<file path="src/rtl/core/tbsa_pkg.sv">
// token bucket send admission: shared types, codes and constants
// used by every module of the block; depends on nothing
package tbsa_pkg;

  // field widths
  localparam int TIME_W   = 32;
  localparam int TOK_W    = 12;
  localparam int PERIOD_W = 16;
  localparam int MAXW_W   = 16;
  localparam int LEN_W    = 8;
  localparam int CHARGE_W = LEN_W + 1;
  localparam int SPACE_W  = 12;
  localparam int PROD_W   = CHARGE_W + PERIOD_W;
  localparam int DIV_CNT_W = $clog2(PROD_W);
  localparam int CFG_ADDR_W = 2;
  localparam int CFG_DATA_W = 16;
  localparam int IN_TDATA_W  = 56;
  localparam int OUT_TDATA_W = 48;

  // register indexes
  localparam logic [CFG_ADDR_W-1:0] REG_CAP    = 2'd0;
  localparam logic [CFG_ADDR_W-1:0] REG_PERIOD = 2'd1;
  localparam logic [CFG_ADDR_W-1:0] REG_PER    = 2'd2;
  localparam logic [CFG_ADDR_W-1:0] REG_MAXW   = 2'd3;

  // register reset values
  localparam logic [TOK_W-1:0]    CAP_RESET    = 12'd200;
  localparam logic [PERIOD_W-1:0] PERIOD_RESET = 16'd1000;
  localparam logic [TOK_W-1:0]    PER_RESET    = 12'd50;
  localparam logic [MAXW_W-1:0]   MAXW_RESET   = 16'd3000;

  localparam logic [TIME_W-1:0] WAIT_SAT = 32'hFFFF_FFFF;
  localparam logic [LEN_W-1:0]  CHARGE_EXTRA = 8'd2;

  typedef enum logic [2:0] {
    ST_SENT         = 3'd0,
    ST_WAITED       = 3'd1,
    ST_DROP_LONG    = 3'd2,
    ST_DROP_NODELAY = 3'd3,
    ST_TX_FULL      = 3'd4,
    ST_FLUSHED      = 3'd5
  } status_t;

  typedef enum logic [1:0] {
    FIN_SEND,
    FIN_FLUSH,
    FIN_DROP_NODELAY,
    FIN_DROP_LONG
  } fin_code_t;

  typedef enum logic [3:0] {
    S_IDLE,
    S_DECODE,
    S_REFILL1,
    S_CHECK,
    S_REFILL2,
    S_SHORT2,
    S_DIV_GO,
    S_DIV_WAIT,
    S_WCHK,
    S_REFILL3,
    S_FINISH
  } state_t;

  typedef struct packed {
    logic [SPACE_W-1:0] tx_space;
    logic               can_delay;
    logic               is_priority;
    logic [LEN_W-1:0]   text_len;
    logic [TIME_W-1:0]  now_ms;
  } in_item_t;

  typedef struct packed {
    logic [TOK_W-1:0]  tokens_left;
    logic [TIME_W-1:0] wait_ms;
    status_t           status;
    logic              sent;
  } out_item_t;

  typedef struct packed {
    logic      load;
    logic      refill;
    logic      wait_sat;
    logic      mul;
    logic      div_start;
    logic      wait_load;
    logic      wait_time;
    logic      fin;
    fin_code_t code;
  } cmd_t;

  typedef struct packed {
    logic kind;
    logic prio;
    logic may_wait;
    logic lacking;
    logic per_zero;
    logic div_done;
    logic wait_ok;
    logic out_free;
  } stat_t;

endpackage

</file>
<file path="src/rtl/core/token_bucket_send_admission_top.sv">
// token bucket send admission, top level: stream ports, config port,
// controller and datapath; depends on tbsa_pkg, tbsa_ctrl, tbsa_dp
// steps: a flush or priority send goes from decode to finish; a covered send first takes a
// refill and a check; a waiting send adds a second refill, the multiply, the divider and a third
// refill. One item in flight; the next beat may be taken while the last result awaits the sink
// reset: bucket full at 200 tokens, last refill time 0, registers 200/1000/50/3000
module token_bucket_send_admission_top (
  input  logic                             clk,
  input  logic                             rst,
  // config write port
  input  logic                             cfg_we,
  input  logic [tbsa_pkg::CFG_ADDR_W-1:0]  cfg_addr,
  input  logic [tbsa_pkg::CFG_DATA_W-1:0]  cfg_data,
  // request beats
  input  logic                             s_axis_tvalid,
  output logic                             s_axis_tready,
  // now_ms[31:0], text_len[39:32], is_priority[40], can_delay[41],
  // tx_space[53:42], zero pad[55:54]
  input  logic [tbsa_pkg::IN_TDATA_W-1:0]  s_axis_tdata,
  // kind[0]: 0 send request, 1 flush
  input  logic                             s_axis_tuser,
  // result beats
  output logic                             m_axis_tvalid,
  input  logic                             m_axis_tready,
  // sent[0], status[3:1], wait_ms[35:4], tokens_left[47:36]
  output logic [tbsa_pkg::OUT_TDATA_W-1:0] m_axis_tdata
);
  import tbsa_pkg::*;

  in_item_t  in_item;
  out_item_t out_item;
  cmd_t      cmd;
  stat_t     stat;

  // unpack the request beat; the pad bits are ignored
  assign in_item = in_item_t'(s_axis_tdata[$bits(in_item_t)-1:0]);

  tbsa_ctrl u_ctrl (
    .clk      (clk),
    .rst      (rst),
    .in_valid (s_axis_tvalid),
    .in_ready (s_axis_tready),
    .stat     (stat),
    .cmd      (cmd)
  );

  // the result register inside the datapath lets the next request in
  // while a finished result still waits for the sink
  tbsa_dp u_dp (
    .clk       (clk),
    .rst       (rst),
    .cfg_we    (cfg_we),
    .cfg_addr  (cfg_addr),
    .cfg_data  (cfg_data),
    .in_kind   (s_axis_tuser),
    .in_item   (in_item),
    .cmd       (cmd),
    .stat      (stat),
    .out_valid (m_axis_tvalid),
    .out_ready (m_axis_tready),
    .out_item  (out_item)
  );

  assign m_axis_tdata = out_item;

  // an accepted beat keeps the block busy on the next cycle
  a_busy_after_load: assert property (@(posedge clk) disable iff (rst)
    cmd.load |=> !s_axis_tready)
    else $error("request taken while an item is still being worked");

  // the divider only finishes while an item is in progress
  a_div_in_item: assert property (@(posedge clk) disable iff (rst)
    stat.div_done |-> !s_axis_tready)
    else $error("divider finished with no item in progress");

  // a flush always reports flushed on the next result
  a_flush_status: assert property (@(posedge clk) disable iff (rst)
    cmd.fin && (cmd.code == FIN_FLUSH) |=> m_axis_tvalid && (out_item.status == ST_FLUSHED))
    else $error("flush did not report flushed");

  // a sent message is reported as sent or sent after wait
  a_sent_status: assert property (@(posedge clk) disable iff (rst)
    m_axis_tvalid && out_item.sent |->
      (out_item.status == ST_SENT) || (out_item.status == ST_WAITED))
    else $error("sent flag with a drop status");

endmodule

</file>
<file path="src/rtl/core/tbsa_div.sv">
// restoring divider, one quotient bit per cycle, for the wait time
// depends on tbsa_pkg
module tbsa_div (
  input  logic                         clk,
  input  logic                         rst,
  input  logic                         start,
  input  logic [tbsa_pkg::PROD_W-1:0]  dividend,
  input  logic [tbsa_pkg::TOK_W-1:0]   divisor,
  output logic                         done,
  output logic [tbsa_pkg::PROD_W-1:0]  quotient
);
  import tbsa_pkg::*;

  logic [PROD_W-1:0]    quo;
  logic [TOK_W-1:0]     rem;
  logic [DIV_CNT_W-1:0] cnt;
  logic                 busy;
  logic [TOK_W:0]       trial;
  logic                 fits;

  assign trial = {rem, quo[PROD_W-1]};
  assign fits  = trial >= {1'b0, divisor};

  always_ff @(posedge clk) begin
    if (rst) begin
      busy <= 1'b0;
      done <= 1'b0;
      cnt  <= '0;
    end else begin
      done <= busy && (cnt == '0);
      if (start) begin
        busy <= 1'b1;
        cnt  <= DIV_CNT_W'(PROD_W - 1);
      end else if (busy) begin
        if (cnt == '0) busy <= 1'b0;
        else cnt <= cnt - 1'b1;
      end
    end
  end

  always_ff @(posedge clk) begin
    if (start) begin
      quo <= dividend;
      rem <= '0;
    end else if (busy) begin
      quo <= {quo[PROD_W-2:0], fits};
      rem <= fits ? TOK_W'(trial - {1'b0, divisor}) : trial[TOK_W-1:0];
    end
  end

  assign quotient = quo;

endmodule

</file>
<file path="src/rtl/core/tbsa_dp.sv">
// datapath: config registers, bucket state, item registers, wait arithmetic
// and the result register; depends on tbsa_pkg and tbsa_div
module tbsa_dp (
  input  logic                            clk,
  input  logic                            rst,
  input  logic                            cfg_we,
  input  logic [tbsa_pkg::CFG_ADDR_W-1:0] cfg_addr,
  input  logic [tbsa_pkg::CFG_DATA_W-1:0] cfg_data,
  input  logic                            in_kind,
  input  tbsa_pkg::in_item_t              in_item,
  input  tbsa_pkg::cmd_t                  cmd,
  output tbsa_pkg::stat_t                 stat,
  output logic                            out_valid,
  input  logic                            out_ready,
  output tbsa_pkg::out_item_t             out_item
);
  import tbsa_pkg::*;

  // config
  logic [TOK_W-1:0]    cap;
  logic [PERIOD_W-1:0] period;
  logic [TOK_W-1:0]    per;
  logic [MAXW_W-1:0]   maxw;

  // bucket state
  logic [TOK_W-1:0]  token, token_next;
  logic [TIME_W-1:0] last, last_next;

  // item
  logic                kind;
  logic [TIME_W-1:0]   t_r;
  logic [CHARGE_W-1:0] charge;
  logic                prio;
  logic                may_wait;
  logic [SPACE_W-1:0]  space;
  logic                waited;
  logic [TIME_W-1:0]   wait_r;
  logic [PROD_W-1:0]   prod;

  logic [TIME_W-1:0]   elapsed;
  logic                refill_due;
  logic [TOK_W:0]      sum;
  logic [TOK_W-1:0]    refill_cnt;
  logic [TOK_W-1:0]    charge_ext;
  logic [TOK_W-1:0]    shortfall;
  logic                space_ok;
  logic                div_done;
  logic [PROD_W-1:0]   quotient;
  out_item_t           res;

  always_ff @(posedge clk) begin
    if (rst) begin
      cap    <= CAP_RESET;
      period <= PERIOD_RESET;
      per    <= PER_RESET;
      maxw   <= MAXW_RESET;
    end else if (cfg_we) begin
      unique case (cfg_addr)
        REG_CAP:    cap    <= cfg_data[TOK_W-1:0];
        REG_PERIOD: period <= cfg_data[PERIOD_W-1:0];
        REG_PER:    per    <= cfg_data[TOK_W-1:0];
        REG_MAXW:   maxw   <= cfg_data[MAXW_W-1:0];
      endcase
    end
  end

  assign charge_ext = {{(TOK_W-CHARGE_W){1'b0}}, charge};
  assign elapsed    = t_r - last;
  assign refill_due = elapsed >= {{(TIME_W-PERIOD_W){1'b0}}, period};
  assign sum        = {1'b0, token} + {1'b0, per};
  assign refill_cnt = (sum < {1'b0, cap}) ? sum[TOK_W-1:0] : cap;
  assign space_ok   = space >= charge_ext;
  assign shortfall  = charge_ext - token;

  // bucket update
  always_comb begin
    token_next = token;
    last_next  = last;
    if (cmd.refill && refill_due) begin
      token_next = refill_cnt;
      last_next  = t_r;
    end
    if (cmd.fin) begin
      unique case (cmd.code)
        FIN_FLUSH: begin
          token_next = cap;
          last_next  = t_r;
        end
        FIN_SEND: begin
          if (space_ok && !prio && !stat.lacking) token_next = token - charge_ext;
        end
        FIN_DROP_NODELAY, FIN_DROP_LONG: ;
      endcase
    end
  end

  always_ff @(posedge clk) begin
    if (rst) begin
      token <= CAP_RESET;
      last  <= '0;
    end else begin
      token <= token_next;
      last  <= last_next;
    end
  end

  // item registers
  always_ff @(posedge clk) begin
    if (cmd.load) begin
      kind     <= in_kind;
      t_r      <= in_item.now_ms;
      charge   <= CHARGE_W'(in_item.text_len) + CHARGE_W'(CHARGE_EXTRA);
      prio     <= in_item.is_priority;
      may_wait <= in_item.can_delay;
      space    <= in_item.tx_space;
      waited   <= 1'b0;
      wait_r   <= '0;
    end else begin
      if (cmd.wait_sat)  wait_r <= WAIT_SAT;
      if (cmd.wait_load) wait_r <= TIME_W'(quotient);
      if (cmd.wait_time) begin
        t_r    <= t_r + wait_r;
        waited <= 1'b1;
      end
    end
    if (cmd.mul) prod <= PROD_W'(shortfall[CHARGE_W-1:0] * period);
  end

  tbsa_div u_div (
    .clk      (clk),
    .rst      (rst),
    .start    (cmd.div_start),
    .dividend (prod),
    .divisor  (per),
    .done     (div_done),
    .quotient (quotient)
  );

  // result fields
  always_comb begin
    res.tokens_left = token_next;
    res.wait_ms     = wait_r;
    res.sent        = 1'b0;
    res.status      = ST_SENT;
    unique case (cmd.code)
      FIN_FLUSH: begin
        res.status = ST_FLUSHED;
        res.wait_ms = '0;
      end
      FIN_SEND: begin
        if (!space_ok) res.status = ST_TX_FULL;
        else begin
          res.sent   = 1'b1;
          res.status = waited ? ST_WAITED : ST_SENT;
        end
      end
      FIN_DROP_NODELAY: res.status = ST_DROP_NODELAY;
      FIN_DROP_LONG:    res.status = ST_DROP_LONG;
    endcase
  end

  always_ff @(posedge clk) begin
    if (rst) out_valid <= 1'b0;
    else if (cmd.fin) out_valid <= 1'b1;
    else if (out_ready) out_valid <= 1'b0;
  end

  always_ff @(posedge clk) begin
    if (cmd.fin) out_item <= res;
  end

  assign stat.kind     = kind;
  assign stat.prio     = prio;
  assign stat.may_wait = may_wait;
  assign stat.lacking  = token < charge_ext;
  assign stat.per_zero = per == '0;
  assign stat.div_done = div_done;
  assign stat.wait_ok  = (wait_r != '0) && (wait_r < {{(TIME_W-MAXW_W){1'b0}}, maxw});
  assign stat.out_free = !out_valid || out_ready;

endmodule

</file>
<file path="src/rtl/core/tbsa_ctrl.sv">
// controller: sequences refill tests, the wait computation and the result
// depends on tbsa_pkg
module tbsa_ctrl (
  input  logic            clk,
  input  logic            rst,
  input  logic            in_valid,
  output logic            in_ready,
  input  tbsa_pkg::stat_t stat,
  output tbsa_pkg::cmd_t  cmd
);
  import tbsa_pkg::*;

  state_t    state, state_next;
  fin_code_t code, code_next;

  always_ff @(posedge clk) begin
    if (rst) begin
      state <= S_IDLE;
      code  <= FIN_SEND;
    end else begin
      state <= state_next;
      code  <= code_next;
    end
  end

  // next state
  always_comb begin
    state_next = state;
    code_next  = code;
    unique case (state)
      S_IDLE:    if (in_valid) state_next = S_DECODE;
      S_DECODE: begin
        priority if (stat.kind) begin
          code_next = FIN_FLUSH; state_next = S_FINISH;
        end else if (stat.prio) begin
          code_next = FIN_SEND; state_next = S_FINISH;
        end else state_next = S_REFILL1;
      end
      S_REFILL1: state_next = S_CHECK;
      S_CHECK: begin
        priority if (!stat.lacking) begin
          code_next = FIN_SEND; state_next = S_FINISH;
        end else if (!stat.may_wait) begin
          code_next = FIN_DROP_NODELAY; state_next = S_FINISH;
        end else state_next = S_REFILL2;
      end
      S_REFILL2: state_next = S_SHORT2;
      S_SHORT2: begin
        if (!stat.lacking || stat.per_zero) begin
          code_next = FIN_DROP_LONG; state_next = S_FINISH;
        end else state_next = S_DIV_GO;
      end
      S_DIV_GO:   state_next = S_DIV_WAIT;
      S_DIV_WAIT: if (stat.div_done) state_next = S_WCHK;
      S_WCHK: begin
        if (stat.wait_ok) state_next = S_REFILL3;
        else begin
          code_next = FIN_DROP_LONG; state_next = S_FINISH;
        end
      end
      S_REFILL3: begin
        code_next = FIN_SEND; state_next = S_FINISH;
      end
      S_FINISH: if (stat.out_free) state_next = S_IDLE;
      default:  state_next = S_IDLE;
    endcase
  end

  // outputs
  always_comb begin
    cmd      = '0;
    cmd.code = code;
    in_ready = 1'b0;
    unique case (state)
      S_IDLE: begin
        in_ready = 1'b1;
        cmd.load = in_valid;
      end
      S_REFILL1, S_REFILL2, S_REFILL3: cmd.refill = 1'b1;
      S_SHORT2: begin
        cmd.wait_sat = stat.lacking && stat.per_zero;
        cmd.mul      = stat.lacking && !stat.per_zero;
      end
      S_DIV_GO:   cmd.div_start = 1'b1;
      S_DIV_WAIT: cmd.wait_load = stat.div_done;
      S_WCHK:     cmd.wait_time = stat.wait_ok;
      S_FINISH:   cmd.fin = stat.out_free;
      S_DECODE, S_CHECK: ;
      default: ;
    endcase
  end

endmodule
</file>
<file path="config.mk">
export PLATFORM = sky130hd
export DESIGN_NAME = token_bucket_send_admission_top
export DESIGN_NICKNAME = d
export VERILOG_FILES = /design/src/rtl/core/tbsa_pkg.sv /design/src/rtl/core/token_bucket_send_admission_top.sv /design/src/rtl/core/tbsa_div.sv /design/src/rtl/core/tbsa_dp.sv /design/src/rtl/core/tbsa_ctrl.sv
export SDC_FILE = /design/constraint.sdc
export NUM_CORES = 1
export LEC_CHECK = 0
export ABC_AREA = 1
export CAP_MARGIN = 20
export CORE_AREA = 2 2 246 248
export DETAILED_ROUTE_END_ITERATION = 8
export DIE_AREA = 0 0 248 250
export DONT_BUFFER_PORTS = 1
export MAX_ROUTING_LAYER = met4
export PLACE_DENSITY = 0.57
export SYNTH_ARGS = -nofsm -noshare
export SYNTH_HDL_FRONTEND = slang
export SYNTH_SLANG_ARGS = --single-unit
</file>
<file path="constraint.sdc">
create_clock -name clk -period 14.5 [get_ports clk]
set_input_delay 2.9 -clock clk [delete_from_list [all_inputs] [get_ports clk]]
set_output_delay 2.9 -clock clk [all_outputs]
set_load 0.005 [all_outputs]
</file>
---- Word level (Yosys, flattened, before mapping) ----
Cells that the tools add are included.
storage, ports and cells
  logic and storage cells ................. 156
  bits in registers ....................... 301
  output and inout bits ................... 50
  bits of input ports ..................... 80
operators by class
  order comparisons ....................... 6
  equality and inequality tests ........... 24
  $add $sub $neg .......................... 8
  mux-type cells .......................... 52
  reductions and logical operators ........ 35
  bitwise logic cells ..................... 1
  multipliers ............................. 1
operator list
  operator              number
  $mux W32              5
  $mux W25              4
  $mux W12              5
  $pmux W4 S11          1
  $add A32 B32 Y32      1
  $ge A32 B16 Y1        1
  $lt A32 B16 Y1        1
  $mux W4               8
  $reduce_bool A32 Y1   1
  $sub A32 B32 Y32      1
  $mul A9 B16 Y25       1
  $pmux W12 S2          1
  $eq A4 B3 Y1 const B  4
  $mux W2               8
  $mux W5               3
  $mux W1               14
  $add A12 B12 Y13      1
  $ge A13 B12 Y1        1
  $lt A13 B12 Y1        1
  $eq A4 B4 Y1 const B  3
  $ge A12 B9 Y1         1
  $logic_not A12 Y1     1
  $lt A12 B9 Y1         1
  $pmux W3 S4           1
  29 further kinds      58

---- Longest topological paths before layout ----
  depth in word-level cells ............... 8
  gate-level depth with buffers ........... 35
  depth with buffers taken out ............ 35

---- Cells and area by module ----
From an unflattened synthesis, not the netlist that was laid out.
second synthesis, totals
  cells, all modules ...................... 3,230
  area, all modules ....................... 23,994.3 um2
modules (own cells, without submodules)
  module     times used  cells an instance  sequential area each (um2)  area each (um2)
  tbsa_dp    1           2,736              6,256.0                     20,653.6
  tbsa_div   1           387                1,131.1                     2,781.4
  tbsa_ctrl  1           107                120.1                       559.3

---- Worst setup path after synthesis ----
Ideal clock, no wire load.
  kind .................................... flip-flop to flip-flop
  start ................................... reg u_dp.charge[2]
  end ..................................... reg u_dp.prod[22] (data pin)
  data required time ...................... 14.248 ns
  stages on the path, launching flop included .. 30
  data arrival time ....................... 5.786 ns
  path buffers ............................ 2
  library setup time ...................... 0.252 ns
  clock period less this slack ............ 6.039 ns
  path slack .............................. 8.461 ns
  path through ............................ edfxtp_1 > inv_1 > ha_1 > buf_2 > a21oi_1 > and2_1 > o21ai_0 > or2_2 > nand2_1 > clkbuf_1 > nor2_1 > fa_1 > fa_1 > fa_1 > inv_1 > fa_1 > inv_1 > ha_1 > a21oi_1 > o21ai_1 > nor2_1 > o21ai_1 > a31oi_1 > o21ai_1 > a21boi_0 > o21ai_1 > nand2_1 > nand2_1 > nand2_1 > nand2_1
on the way
  cells in the longest elaborated chain, start to end .. 2
RTL lines
  what                      line            RTL
  start: declaration        tbsa_dp.sv:32   logic [CHARGE_W-1:0] charge;
  start signal: assignment  tbsa_dp.sv:112  charge <= CHARGE_W'(in_item.text_len) + CHARGE_W'(CHARGE_EXTRA);
  $sub A9 B9 Y9             tbsa_dp.sv:73   assign shortfall = charge_ext - token;
  $mul A9 B16 Y25           tbsa_dp.sv:126  if (cmd.mul) prod <= PROD_W'(shortfall[CHARGE_W-1:0] * period);
  end signal: assignment    tbsa_dp.sv:126
  end: declaration          tbsa_dp.sv:38   logic [PROD_W-1:0] prod;
Every way passes these cells.
A chain may end at the register's enable or synchronous reset.

---- Final worst setup path ----
  start ................................... reg u_dp.charge[0]
  end ..................................... reg u_dp.prod[22] (data pin)
Same word-level chain as after synthesis.

==> results.md <==
- Outcome: completed
- Drt wl/cell: 18.2 um
- Post-Syn Area: roughly 23000 um2
- Vias in the first global route: slightly below 20000
- Slew HR: 29.6%
- DP HPWL: 55.4 mm
- Path depth of the worst reg2reg path: 28
- TritonCTS buffer count: 37
- CP startpoint: u_dp.charge[0]
- Post-CTS Setup Inserts: 0
- FF-to-FF Start: u_dp.charge[0]
- Cells after Synth: slightly above 3000
- DRT iter0 DRCs: between 1500 and 2000
- First-pass GRT wire length: between 100 and 150 mm
- Fin. max-slew vios: 0
- WL final: roughly 70 mm
- Critical path's largest stage delay: 0.74 ns
- RSZ-0062 raised after global routing: no
- Yosys top cell by area: edfxtp_1
- Worst setup SP type: flip-flop
- CP required: around 15 ns
- Largest cells by area after synthesis: edfxtp_1 19%, dfxtp_1 13%, nand2_1 12%
- Post-CTS sizing: 0
- CP Class: reg2reg
- Worst-path maximum fanout: 13
- CTS tree: yes
- Sequential area share after synthesis: roughly a third
- Worst Hold End: u_dp.maxw[2]
- Syn avg cell area: roughly 7.6 um2
- ANT nets after route: 0
- Most common cell on crit path: inv_1
- Drt via density: 5.23
- Die W: around 250 um
- Commonest cells post-synth: 762 x nand2_1, 568 x inv_1, 230 x nor2_1
- CTS root buf: clkbuf_16
- Count leader, synth: nand2_1
- Worst path slowest cell: xor2_1
- Largest net degree at the start of global routing: 70
- Worst-Skew Late Latency: 0.57 ns
- Final core occ: about 43%
- Hold crit path type: reg2reg
- Fin crit share: around 52%
- Reg2reg setup slack: approximately 7 ns
- Worst slew pin tran: around 1.0 ns
- # setup viols final: 0
- Highest Clock Rate: 133 MHz
- Main synth FF type: dfxtp_1
- Core Footprint: just under 60000 um2
- Layout Nets: between 3000 and 4000
- Fraction of layout cells with a size suffix above 1: 4.64%
- I/O Pins: 130
- Clock Skew: approximately 0.017 ns
- GR Util All Layers: a little under a quarter
- Critical path arrival: around 7.8 ns
- Syn Nets: about 3500
- Clk slew on worst S/H paths: approximately 0.060 ns
- Port Buffers: 0
- DRC Markers: 0
- CP Capture Type: flip-flop
- Max Cap Violations: 0
- Die H: roughly 250 um
- Synth unique cells: 56
- Hold Vio Cnt, Final: 0
- Yosys warnings: 0
- P&R area growth vs syn: 8.57%
- Std cell rows: 90
- Starting Density: between 30% and 40%
- Flops & latches, synth: between 300 and 400
- Detailed-route via count: 20300
- Area of the die: 62000 um2
- Hold Path Stages: 2
- Gpl congestion: roughly 0.95
- Yosys top cell area share: between 10% and 20%
- RR Endpoint: u_dp.prod[22]
- Setup_tns: 0 ns
- Sink Count: ~300
- Post-synth EDFFs: 148
- Drt pass-1 iters: 5
- CTS Buffer Depth: 3
- Async set-reset flop share out of synthesis: 0%
- H-tree depth: 2
- Worst hold start: u_dp.maxw[2]
- Tmin final: 7.49 ns
- GRT overflow: 0
- Initial antenna violation count: 2
- CTS Hold Bufs: 0
## state kept, by name (all words and copies together) (netlist names), 4 cells and up
register             flops
u_dp.charge              9
u_dp.u_div.quotient     25
u_dp.u_div.rem          12
u_dp.period             16
u_dp.wait_r             26
u_dp.cap                12
u_dp.space              12
u_dp.t_r                32
u_dp.token              12
u_dp.out_item           42
u_dp.maxw               16
u_dp.prod               25
u_ctrl.state             4
u_dp.u_div.cnt           5
u_dp.last               32
u_dp.per                12
## critical path: cells and delay by family (launching register included)
kind | cells | cell delay [ns]
and+or+nand+nor | 6 | 0.68
adders and majority gates | 7 | 2.80
AOI/OAI and AO/OA | 8 | 1.73
buffers and inverters | 6 | 0.84
xor gates and xnor gates | 1 | 0.74
DFF | 1 | 0.45
## worst max-delay path by stage
stage | to | depth (start not counted)
6_report | u_dp.prod[22] | 28
3_5_place_dp | u_dp.prod[22] | 28
4_1_cts | u_dp.prod[22] | 28
3_3_place_gp | u_dp.prod[22] | 28
5_1_grt | u_dp.prod[22] | 28
2_1_floorplan | u_dp.prod[22] | 29
## metrics by stage
step	hold slack, ns	std cells	setup WS (ns)	cell area (um2)
after floorplan	0.424	3105	8.46	23500
after global placement	0.450	3816	7.28	24200
after detailed placement	0.460	3816	7.15	24200
after CTS	0.468	3884	7.12	25400
after global routing	0.481	3888	6.56	25500
final	0.469	3890	7.01	25500
## placed cells by master (no fill, tap or decap), types with 9 or more instances in the layout
cell       synthesis  routed
nand2_1          762     761
inv_1            568     565
nor2_1           230     228
a21oi_1          210     210
ha_1             202     202
o21ai_0          165     164
dfxtp_1          153     153
edfxtp_1         148     148
fa_1             105     105
nand3_1          102     102
xor2_1            61      60
a31oi_1           41      41
clkbuf_16          0      38
nor3_1            35      35
o221ai_1          29      29
nand2_2           23      24
or2_2             23      23
clkinv_1          11      17
o211ai_1          17      17
nand4_1           17      17
xnor2_1           15      15
buf_4              7      12
o21bai_1          10      10
a21o_1            10      10
nor2_2             7       9
## cells by family (layout without fill, tap and decap cells)
logic type | count (synthesis) | in the layout | share of synthesized area (%)
compound gates | 529 | 529 | 12.9
xor+xnor | 76 | 76 | 2.84
fa+ha+maj | 307 | 307 | 19.7
buf+inv | 667 | 666 | 11.0
flops | 301 | 301 | 32.0
other cells | 0 | 4 | 0
simple gates | 1225 | 1225 | 21.5
## final cells by class
| type | instances | area (um2) |
|---|---|---|
| diodes | 4 | 10.0 |
| clock buffers | 46 | 1010 |
| clock inverters | 22 | 245 |
| fillers | 6011 | 34100 |
| inverters | 584 | 2190 |
| multi-input cells | 2137 | 13400 |
| flip-flops and latches | 301 | 7510 |
| well taps | 782 | 978 |
| repair buffers | 14 | 125 |
## per-layer routing
metal	track usage, %	routed length (um)	part of all wire [%]
met1	33.3	33200	47
met2	35.5	31000	44
met3	3.71	4980	7.0
met4	6.01	1640	2.3
met5	-	0	0
Power is not shown: default switching activity piles up to over one toggle a cycle in this logic, so the estimate is an artifact.
